$ cat src/rtl/stable_insertion_sorter_top_defines.svh
// ----------------------------------------------------------------------------
// Stable insertion sorter: assertion macros
// Shared concurrent assertion forms, clocked on clk_i and off during reset.
// ----------------------------------------------------------------------------
`ifndef STABLE_INSERTION_SORTER_TOP_DEFINES_SVH
`define STABLE_INSERTION_SORTER_TOP_DEFINES_SVH

// Plain property that must hold at every clock edge out of reset.
`define SIS_ASSERT(lbl, prop, msg) \
  lbl: assert property (@(posedge clk_i) disable iff (!rst_ni) (prop)) else $error(msg);

// Same-cycle implication.
`define SIS_ASSERT_IMP(lbl, ante, cons, msg) \
  lbl: assert property (@(posedge clk_i) disable iff (!rst_ni) (ante) |-> (cons)) \
    else $error(msg);

// Next-cycle implication.
`define SIS_ASSERT_NXT(lbl, ante, cons, msg) \
  lbl: assert property (@(posedge clk_i) disable iff (!rst_ni) (ante) |=> (cons)) \
    else $error(msg);

`endif

$ cat src/rtl/sis_pkg.sv
// ----------------------------------------------------------------------------
// Stable insertion sorter: package
// Sizes, payload types and controller/datapath interface structs.
// ----------------------------------------------------------------------------
package sis_pkg;

  localparam int SLOTS  = 64;
  localparam int KEY_W  = 24;
  localparam int IDX_W  = 6;
  localparam int ADDR_W = $clog2(SLOTS);
  localparam int CNT_W  = $clog2(SLOTS + 1);

  typedef struct packed {
    logic [KEY_W-1:0] distance_key;
    logic             last_item;
  } in_item_t;

  typedef struct packed {
    logic [IDX_W-1:0] arrival_index;
    logic [KEY_W-1:0] sorted_key;
    logic             last_result;
    logic             overflowed;
  } out_item_t;

  // One store entry as held in the RAM
  typedef struct packed {
    logic [IDX_W-1:0] idx;
    logic [KEY_W-1:0] key;
  } entry_t;

  typedef struct packed {
    logic load_in;     // latch accepted request
    logic set_ovf;     // request dropped, store full
    logic rd_top;      // start scan: read top entry
    logic shift_down;  // move read entry up one slot, read next lower
    logic put_above;   // place new key above current slot
    logic put_zero;    // place new key in slot 0
    logic emit_clr;    // rewind emission pointer
    logic emit_rd;     // read entry for emission
    logic emit_ld;     // load output register
    logic set_close;   // set finished: empty store, clear overflow
  } sis_cmd_t;

  typedef struct packed {
    logic full;
    logic empty;
    logic ptr_zero;
    logic key_gt;        // stored key read back is greater than new key
    logic last_in;       // held request closes the set
    logic out_taken;
    logic out_last_taken;
  } sis_sts_t;

endpackage

$ cat src/rtl/sis_ram.sv
// ----------------------------------------------------------------------------
// Generic RAM
// One write port, one read port, registered read data.
// ----------------------------------------------------------------------------
module sis_ram #(
  parameter int WIDTH = 8,
  parameter int DEPTH = 16
) (
  input  logic                     clk_i,
  input  logic                     we_i,
  input  logic [$clog2(DEPTH)-1:0] waddr_i,
  input  logic [WIDTH-1:0]         wdata_i,
  input  logic                     re_i,
  input  logic [$clog2(DEPTH)-1:0] raddr_i,
  output logic [WIDTH-1:0]         rdata_o
);

  logic [WIDTH-1:0] mem_q [DEPTH];
  logic [WIDTH-1:0] rdata_q;

  always_ff @(posedge clk_i) begin
    if (we_i) begin
      mem_q[waddr_i] <= wdata_i;
    end
    if (re_i) begin
      rdata_q <= mem_q[raddr_i];
    end
  end

  assign rdata_o = rdata_q;

endmodule

$ cat src/rtl/sis_datapath.sv
// ----------------------------------------------------------------------------
// Stable insertion sorter: datapath
// Sorted store RAM, fill count, overflow flag, scan pointers, output register.
// ----------------------------------------------------------------------------
`include "stable_insertion_sorter_top_defines.svh"

module sis_datapath (
  input  logic                 clk_i,
  input  logic                 rst_ni,
  input  sis_pkg::in_item_t    in_data_i,
  input  sis_pkg::sis_cmd_t    cmd_i,
  output sis_pkg::sis_sts_t    sts_o,
  output logic                 out_valid_o,
  input  logic                 out_stall_i,
  output sis_pkg::out_item_t   out_data_o
);

  logic [sis_pkg::KEY_W-1:0]  key_q;
  logic                       last_q;
  logic [sis_pkg::CNT_W-1:0]  fill_q, fill_d;
  logic                       ovf_q, ovf_d;
  logic [sis_pkg::ADDR_W-1:0] ptr_q, ptr_d;
  logic [sis_pkg::ADDR_W-1:0] k_q, k_d;
  logic                       out_valid_q, out_valid_d;
  sis_pkg::out_item_t         out_q;

  sis_pkg::entry_t            new_entry;
  sis_pkg::entry_t            rdata;
  logic [$bits(sis_pkg::entry_t)-1:0] ram_rdata;
  logic                       ram_we, ram_re;
  logic [sis_pkg::ADDR_W-1:0] ram_waddr, ram_raddr;
  sis_pkg::entry_t            ram_wdata;
  logic [sis_pkg::ADDR_W-1:0] top_addr;
  logic                       emit_end;
  logic                       out_taken;

  assign new_entry = '{idx: sis_pkg::IDX_W'(fill_q), key: key_q};
  assign rdata     = ram_rdata;
  assign top_addr  = sis_pkg::ADDR_W'(fill_q - sis_pkg::CNT_W'(1));
  assign emit_end  = (sis_pkg::CNT_W'(k_q) + sis_pkg::CNT_W'(1)) == fill_q;
  assign out_taken = out_valid_q & ~out_stall_i;

  // RAM port steering
  assign ram_we    = cmd_i.shift_down | cmd_i.put_above | cmd_i.put_zero;
  assign ram_waddr = cmd_i.put_zero ? '0 : ptr_q + sis_pkg::ADDR_W'(1);
  assign ram_wdata = cmd_i.shift_down ? rdata : new_entry;
  assign ram_re    = cmd_i.rd_top | cmd_i.shift_down | cmd_i.emit_rd;

  always_comb begin
    if (cmd_i.rd_top) begin
      ram_raddr = top_addr;
    end else if (cmd_i.shift_down) begin
      ram_raddr = ptr_q - sis_pkg::ADDR_W'(1);
    end else begin
      ram_raddr = k_q;
    end
  end

  sis_ram #(
    .WIDTH ($bits(sis_pkg::entry_t)),
    .DEPTH (sis_pkg::SLOTS)
  ) u_store (
    .clk_i   (clk_i),
    .we_i    (ram_we),
    .waddr_i (ram_waddr),
    .wdata_i (ram_wdata),
    .re_i    (ram_re),
    .raddr_i (ram_raddr),
    .rdata_o (ram_rdata)
  );

  always_comb begin
    fill_d = fill_q;
    ovf_d  = ovf_q;
    ptr_d  = ptr_q;
    k_d    = k_q;
    if (cmd_i.put_above || cmd_i.put_zero) begin
      fill_d = fill_q + sis_pkg::CNT_W'(1);
    end
    if (cmd_i.set_ovf) begin
      ovf_d = 1'b1;
    end
    if (cmd_i.set_close) begin
      fill_d = '0;
      ovf_d  = 1'b0;
    end
    if (cmd_i.rd_top) begin
      ptr_d = top_addr;
    end else if (cmd_i.shift_down) begin
      ptr_d = ptr_q - sis_pkg::ADDR_W'(1);
    end
    if (cmd_i.emit_clr) begin
      k_d = '0;
    end else if (cmd_i.emit_ld) begin
      k_d = k_q + sis_pkg::ADDR_W'(1);
    end
    out_valid_d = out_valid_q;
    if (cmd_i.emit_ld) begin
      out_valid_d = 1'b1;
    end else if (out_taken) begin
      out_valid_d = 1'b0;
    end
  end

  always_ff @(posedge clk_i or negedge rst_ni) begin
    if (!rst_ni) begin
      fill_q      <= '0;
      ovf_q       <= 1'b0;
      out_valid_q <= 1'b0;
    end else begin
      fill_q      <= fill_d;
      ovf_q       <= ovf_d;
      out_valid_q <= out_valid_d;
    end
  end

  always_ff @(posedge clk_i) begin
    ptr_q <= ptr_d;
    k_q   <= k_d;
    if (cmd_i.load_in) begin
      key_q  <= in_data_i.distance_key;
      last_q <= in_data_i.last_item;
    end
    if (cmd_i.emit_ld) begin
      out_q.arrival_index <= rdata.idx;
      out_q.sorted_key    <= rdata.key;
      out_q.last_result   <= emit_end;
      out_q.overflowed    <= ovf_q;
    end
  end

  assign sts_o.full           = fill_q == sis_pkg::CNT_W'(sis_pkg::SLOTS);
  assign sts_o.empty          = fill_q == '0;
  assign sts_o.ptr_zero       = ptr_q == '0;
  assign sts_o.key_gt         = rdata.key > key_q;
  assign sts_o.last_in        = last_q;
  assign sts_o.out_taken      = out_taken;
  assign sts_o.out_last_taken = out_taken & out_q.last_result;

  assign out_valid_o = out_valid_q;
  assign out_data_o  = out_q;

  `SIS_ASSERT(a_fill_range, fill_q <= sis_pkg::CNT_W'(sis_pkg::SLOTS), "fill count beyond capacity")
  `SIS_ASSERT_IMP(a_no_overwrite, cmd_i.emit_ld, !out_valid_q, "output register overwritten")
  `SIS_ASSERT_IMP(a_put_room, cmd_i.put_above || cmd_i.put_zero, fill_q != sis_pkg::CNT_W'(sis_pkg::SLOTS), "insert into full store")

endmodule

$ cat src/rtl/sis_ctrl.sv
// ----------------------------------------------------------------------------
// Stable insertion sorter: controller
// Sequences accept, backward insertion scan and emission of the sorted set.
// ----------------------------------------------------------------------------
`include "stable_insertion_sorter_top_defines.svh"

module sis_ctrl (
  input  logic              clk_i,
  input  logic              rst_ni,
  input  logic              in_valid_i,
  output logic              in_stall_o,
  input  sis_pkg::sis_sts_t sts_i,
  output sis_pkg::sis_cmd_t cmd_o
);

  localparam logic [2:0] S_IDLE  = 3'd0;
  localparam logic [2:0] S_START = 3'd1;
  localparam logic [2:0] S_CMP   = 3'd2;
  localparam logic [2:0] S_PUT   = 3'd3;
  localparam logic [2:0] S_EMRD  = 3'd4;
  localparam logic [2:0] S_EMLD  = 3'd5;
  localparam logic [2:0] S_EMWT  = 3'd6;

  logic [2:0] state_q, state_d;
  logic [2:0] after_put;

  // where to go once a key is placed (or dropped)
  assign after_put = sts_i.last_in ? S_EMRD : S_IDLE;

  always_comb begin
    state_d = state_q;
    cmd_o   = '0;
    unique case (state_q)
      S_IDLE: begin
        if (in_valid_i) begin
          cmd_o.load_in = 1'b1;
          state_d       = S_START;
        end
      end
      S_START: begin
        if (sts_i.full) begin
          cmd_o.set_ovf  = 1'b1;
          cmd_o.emit_clr = sts_i.last_in;
          state_d        = after_put;
        end else if (sts_i.empty) begin
          state_d = S_PUT;
        end else begin
          cmd_o.rd_top = 1'b1;
          state_d      = S_CMP;
        end
      end
      S_CMP: begin
        if (sts_i.key_gt) begin
          cmd_o.shift_down = 1'b1;
          state_d          = sts_i.ptr_zero ? S_PUT : S_CMP;
        end else begin
          cmd_o.put_above = 1'b1;
          cmd_o.emit_clr  = sts_i.last_in;
          state_d         = after_put;
        end
      end
      S_PUT: begin
        cmd_o.put_zero = 1'b1;
        cmd_o.emit_clr = sts_i.last_in;
        state_d        = after_put;
      end
      S_EMRD: begin
        cmd_o.emit_rd = 1'b1;
        state_d       = S_EMLD;
      end
      S_EMLD: begin
        cmd_o.emit_ld = 1'b1;
        state_d       = S_EMWT;
      end
      S_EMWT: begin
        if (sts_i.out_last_taken) begin
          cmd_o.set_close = 1'b1;
          state_d         = S_IDLE;
        end else if (sts_i.out_taken) begin
          state_d = S_EMRD;
        end
      end
      default: begin
        state_d = S_IDLE;
      end
    endcase
  end

  always_ff @(posedge clk_i or negedge rst_ni) begin
    if (!rst_ni) begin
      state_q <= S_IDLE;
    end else begin
      state_q <= state_d;
    end
  end

  assign in_stall_o = state_q != S_IDLE;

  `SIS_ASSERT_IMP(a_scan_nonempty, state_q == S_CMP, !sts_i.empty, "scan over empty store")
  `SIS_ASSERT_IMP(a_emit_nonempty, state_q == S_EMRD, !sts_i.empty, "emission of empty set")
  `SIS_ASSERT_NXT(a_close_idle, sts_i.out_last_taken, state_q == S_IDLE && sts_i.empty, "set not closed after final result")

endmodule

$ cat src/rtl/stable_insertion_sorter_top.sv
// ----------------------------------------------------------------------------
// Stable insertion sorter: top level
// Collects a set of Q16.8 distance keys and streams them back in ascending order.
// ----------------------------------------------------------------------------
// Each input request carries one unsigned Q16.8 key; its arrival position in
// the set becomes its index. Keys are held sorted in a single-port-pair RAM of
// SLOTS entries; a new key goes above every stored key less than or equal to
// it, so equal keys keep arrival order. The request flagged last closes the
// set: the whole list is then sent out as (index, key) result requests in
// ascending order, the final one marked, and the store is emptied. Requests
// arriving while the store is full are dropped and every result of that set
// carries the overflow flag. Each input request is placed by a backward
// read-compare-write scan through the store RAM, one slot per cycle, down
// past the stored keys greater than the new one. Emission reads each result
// from the RAM, loads the output register and hands it over before the next.
// Input stall is held high from acceptance until the request is placed and,
// for a closing request, until the final result is taken. No clearing pass
// is needed after reset: only entries below the fill count are ever used.
// ----------------------------------------------------------------------------
module stable_insertion_sorter_top (
  input  logic                clk_i,
  input  logic                rst_ni,
  input  logic                in_valid_i,
  output logic                in_stall_o,
  input  sis_pkg::in_item_t   in_data_i,
  output logic                out_valid_o,
  input  logic                out_stall_i,
  output sis_pkg::out_item_t  out_data_o
);

  sis_pkg::sis_cmd_t cmd;
  sis_pkg::sis_sts_t sts;

  // Sequencer: owns the input handshake and all step decisions
  sis_ctrl u_ctrl (
    .clk_i      (clk_i),
    .rst_ni     (rst_ni),
    .in_valid_i (in_valid_i),
    .in_stall_o (in_stall_o),
    .sts_i      (sts),
    .cmd_o      (cmd)
  );

  // Store, counters and output register
  sis_datapath u_dp (
    .clk_i       (clk_i),
    .rst_ni      (rst_ni),
    .in_data_i   (in_data_i),
    .cmd_i       (cmd),
    .sts_o       (sts),
    .out_valid_o (out_valid_o),
    .out_stall_i (out_stall_i),
    .out_data_o  (out_data_o)
  );

endmodule
$ cat config.mk
export PLATFORM = sky130hd
export DESIGN_NAME = stable_insertion_sorter_top
export DESIGN_NICKNAME = d
export VERILOG_FILES = /design/src/rtl/sis_pkg.sv /design/src/rtl/sis_ram.sv /design/src/rtl/sis_datapath.sv /design/src/rtl/sis_ctrl.sv /design/src/rtl/stable_insertion_sorter_top.sv
export VERILOG_INCLUDE_DIRS = /design/src /design/src/rtl
export SDC_FILE = /design/constraint.sdc
export NUM_CORES = 2
export LEC_CHECK = 0
export BUFFER_PORTS_ARGS = -buffer_cell sky130_fd_sc_hd__buf_4
export CAP_MARGIN = 5
export CORE_UTILIZATION = 40
export CTS_CLUSTER_DIAMETER = 50
export DETAILED_ROUTE_END_ITERATION = 12
export HOLD_SLACK_MARGIN = 0.05
export PLACE_DENSITY = 0.6
export SKIP_LAST_GASP = 1
export SYNTH_ARGS = -nofsm -noshare
export SYNTH_HDL_FRONTEND = slang
export SYNTH_SLANG_ARGS = --single-unit
$ cat constraint.sdc
create_clock -name clk_i -period 14.93 [get_ports clk_i]
set_input_delay 0.7465 -clock clk_i [delete_from_list [all_inputs] [get_ports clk_i]]
set_output_delay 0.7465 -clock clk_i [all_outputs]
set_load 0.02 [all_outputs]
==> results_dict.tcl <==
set metrics [dict create \
    cp.arrival_ns 7.98 \
    unrepaired_setup_endpoints_after_global_routing "no" \
    fmax_mhz 133 \
    antenna_found_initial 20 \
    ctsHtreeMaxLevel 4 \
    switching_share_pct 42.5 \
    crit_type "register to register" \
    cp_max_fo 155 \
    synth_fp_nets 5882 \
    setup.worst_path.end_class "register" \
    startpoint_type "register" \
    synth_simple_gate_area_share_pct 10.4 \
    synth_top_area_cell "edfxtp_1" \
    vias_in_the_first_global_route 48213 \
    yosys.area_share.xor_xnor_pct 0.352 \
    place.gp.congestion 0.857 \
    netlist_top_cells_count "edfxtp_1 (2013), nand2_1 (1269), nand3_1 (343)" \
    crit_path_cells "inv_1 -> ha_1 -> a21oi_1 -> o21ai_0 -> a221oi_1 -> nand3_2 -> nor2_4 -> buf_4 -> or2_4 -> buf_4 -> buf_12 -> nand2_1 -> a31oi_1 -> nand4_1 -> o311a_1 -> o41ai_1" \
    power_uw 22400 \
    totalWireLength_microns 241000 \
    count_of_port_buffers_added_during_placement 62 \
    max_slew.worst_pin.slew_ns 1.26 \
    share_of_post_route_cells_with_drive_strength_above_1_pct 12.0 \
    post-route-util_pct 45.8 \
    unique_masters_post_synth 68 \
    num_cts_buffers 209 \
    p_per_area_nw_per_um2 241 \
    power.share.clock_pct 22.7 \
    cp_max_stage_cell "o41ai_1" \
    numClockSinks 2031 \
    internal_power_uw 12900 \
    clock_skews_ns 0.0487 \
    synth_most_common_cell "edfxtp_1" \
    die_height_microns 455 \
    seq_area_frac_synth_pct 74.1 \
    synth_mux_area_share_pct 2.11 \
    grt_first_pass_wirelength_microns 345000 \
    ys_async_sr_fraction_pct 0.591 \
    route.met2.wl_microns 111000 \
    setup_viol_count_final 0 \
    status "complete, no violations" \
    finalHoldWorstSlack_ns 0.102 \
    groute.usage.overall_pct 22.9 \
    synthAdderAreaFrac_pct 0.472 \
    synth-warning-count 0 \
    routed.top_layer "met5" \
    final-hold-violation-count 0 \
    grt_remaining_overflow 0 \
    yosys-top-cells-area "edfxtp_1 (74%), nand2_1 (5.8%), nand3_1 (2.1%)" \
    route.met3.wl_microns 21800 \
    post_synth_inst_count 5822 \
    die_area_sq_um 207000 \
    post_synth_instance_area_sq_um 82100 \
    floorplan.die.width_microns 455 \
    drt_iter0_drc 6437 \
    clock_tree.root_cell "clkbuf_16" \
    initial_core_util_pct 40.4 \
    peakVddDrop_mv 0.268 \
    max_stage_delay_ns 0.94 \
    worst_ep_required_time_ns 15.41 \
    number_of_fill_cells_in_the_layout 17745 \
    maxSlewHeadroom_pct 15.7 \
    clkLatencyLatePin_ns 0.83 \
    cts_tree "yes" \
    core_area_sq_um 203000 \
    average_cell_area_after_synthesis_sq_um 14.1 \
    finalCriticalPeriod_ns 7.50 \
    total_switching_power_uw 9520 \
    route.detailed.wl_per_inst_microns 27.7 \
    sequential_power_share_pct 33.3 \
    cpMostUsedCell "buf_4" \
    slew_viol_final 0 \
    seqCellArea_sq_um 60900 \
    layout.nets 5893 \
    yosys_register_bits 2031 \
    synth_enable_flop_cells 2013 \
    synth_top_family_by_area "simple AND/OR/NAND/NOR gates" \
    m1WireLength_microns 98100 \
    post_cts_buffers 0 \
    detailedRoute.firstPassIterationCount 5 \
    multiInputGateArea_sq_um 20100 \
    vias 50864 \
    max-cap-violations 0 \
    synth-main-ff-cell "edfxtp_1" \
    share_comb_of_total_power_pct 44.1 \
    leakage_uw 0.0304 \
    drc 0 \
    finalSetupTns_ns 0 \
    place_inst 8293 \
    synthDominantCellAreaShare_pct 73.6 \
    hp-class "primary input to register" \
    grt_start_max_net_pins 172 \
    std_cell_rows 165 \
    via_to_cell_ratio 5.86 \
    clockBufferDepth 3 \
    syn2layout_area_growth_pct 13.3 \
    cts.clk_slew.worst_paths_ns 0.06 \
    dp_hpwl_microns 129000 \
    period_share_pct 50.3 \
    synth_compound_gate_area_share_pct 9.95 \
    num_io_pins 63 \
    layout.cells.non_filler 8686 \
    antenna_left 0 \
]
## cells by family (layout without fill, tap and decap cells)
group           after synthesis  in the layout
other cells                   0              6
compound gates             1102           1102
simple gates               1967           1967
buf+inv                     496            682
flops                      2031           2031
mux                         162            162
fa+ha+maj                    31             31
xor+xnor                     33             33
## registers in the layout, indices dropped and copies added (netlist names)
register,count
u_dp.ptr_q,6
u_dp.u_store.rdata_o,30
u_dp.last_q,1
u_ctrl.state_q,3
u_dp.key_q,24
u_dp.k_q,6
u_dp.u_store.mem_q,1920
u_dp.fill_q,7
u_dp.ovf_q,1
u_dp.out_data_o,32
u_dp.out_valid_o,1
## routing by layer
| metal | GRT usage, % | vias up |
|---|---|---|
| met5 | 0 | - |
| met4 | 9.38 | 4 |
| met3 | 4.69 | 412 |
| met2 | 35.4 | 2430 |
| met1 | 31.7 | 25749 |
| li1 | - | 22269 |
## power groups by stage
stage	Clock [uW]	Sequential, uW	Combinational, uW
final	5080	7450	9870
after CTS	5140	7440	9770
after detailed placement	0	7560	9740
after global routing	5360	7470	10500
after floorplan	0	7600	6070
after global placement	0	7550	9660
## worst max-delay path, delay by kind of cell (launching register included)
kind | cells | cell delay, ns
AO/OA/AOI/OAI | 6 | 2.33
adder cells (fa/ha/maj) | 1 | 0.27
buffers and inverters | 4 | 2.13
flip-flops | 1 | 0.38
AND/OR/NAND/NOR | 5 | 1.86
## cells in the final DEF, fill, tap and decap left out, types with 8 or more instances in the layout
cell type,synthesis,layout
o211ai_1,62,62
inv_6,0,9
o311ai_1,1,17
o41ai_1,20,20
o311a_1,29,29
dfrtp_1,12,12
a211oi_1,209,209
edfxtp_1,2013,2013
a31oi_1,60,59
nor3_1,14,13
buf_4,8,219
ha_1,31,31
xor2_1,15,15
o21ai_4,0,27
nand3_1,343,343
clkbuf_16,0,215
mux2i_1,95,94
inv_1,68,68
clkbuf_1,238,42
clkinv_2,0,28
nand4_1,40,40
o311ai_0,33,15
o21ai_0,154,128
a311oi_1,178,176
nand4bb_1,29,29
a21oi_1,85,84
clkinv_1,0,60
nor2_4,0,69
and3_1,132,132
nor2_1,115,38
buf_12,0,8
bufinv_16,0,15
mux2_2,64,64
o41ai_2,9,9
xnor2_1,18,18
nor2_2,1,9
o21a_1,206,205
a32o_1,29,29
nand2_1,1269,1264
## cell type report
cell class | instances | share of cell area (%)
Clock buffer | 257 | 5.95
Sequential cell | 2031 | 65.4
Timing Repair Buffer | 228 | 1.95
Tap cell | 2672 | 3.59
Clock inverter | 129 | 1.18
Inverter | 68 | 0.274
Multi-Input combinational cell | 3295 | 21.6
Antenna cell | 6 | 0.0161
## what timing repair did
action | CTS | global route
hold buffers | 1 | 0
endpoints found under the hold margin | 12 | 0
resized for setup | 0 | 0
## through the flow
stage / setup slack (ns) / area [sq um]
floorplan: 9.60 / 82100
global placement: 7.69 / 86400
detailed placement: 7.47 / 86400
CTS: 7.43 / 93000
global route: 7.09 / 93000
finish: 7.43 / 93100
## worst paths after layout
path	slack, ns	to	cells after the start	startpoint
max	7.43	u_dp.u_store.rdata_o[7]	16	u_dp.key_q[15]
max in group asynchronous	14.42	u_dp.fill_q[2]	2	rst_ni
min in group asynchronous	0.33	u_dp.out_valid_o	2	rst_ni
min reg2reg	0.46	u_dp.out_data_o[2]	0	u_dp.u_store.rdata_o[0]
min	0.10	u_dp.key_q[8]	1	in_data_i[9]
max reg2reg	7.43	u_dp.u_store.rdata_o[7]	16	u_dp.key_q[15]
(Power assumes the default switching activity.)
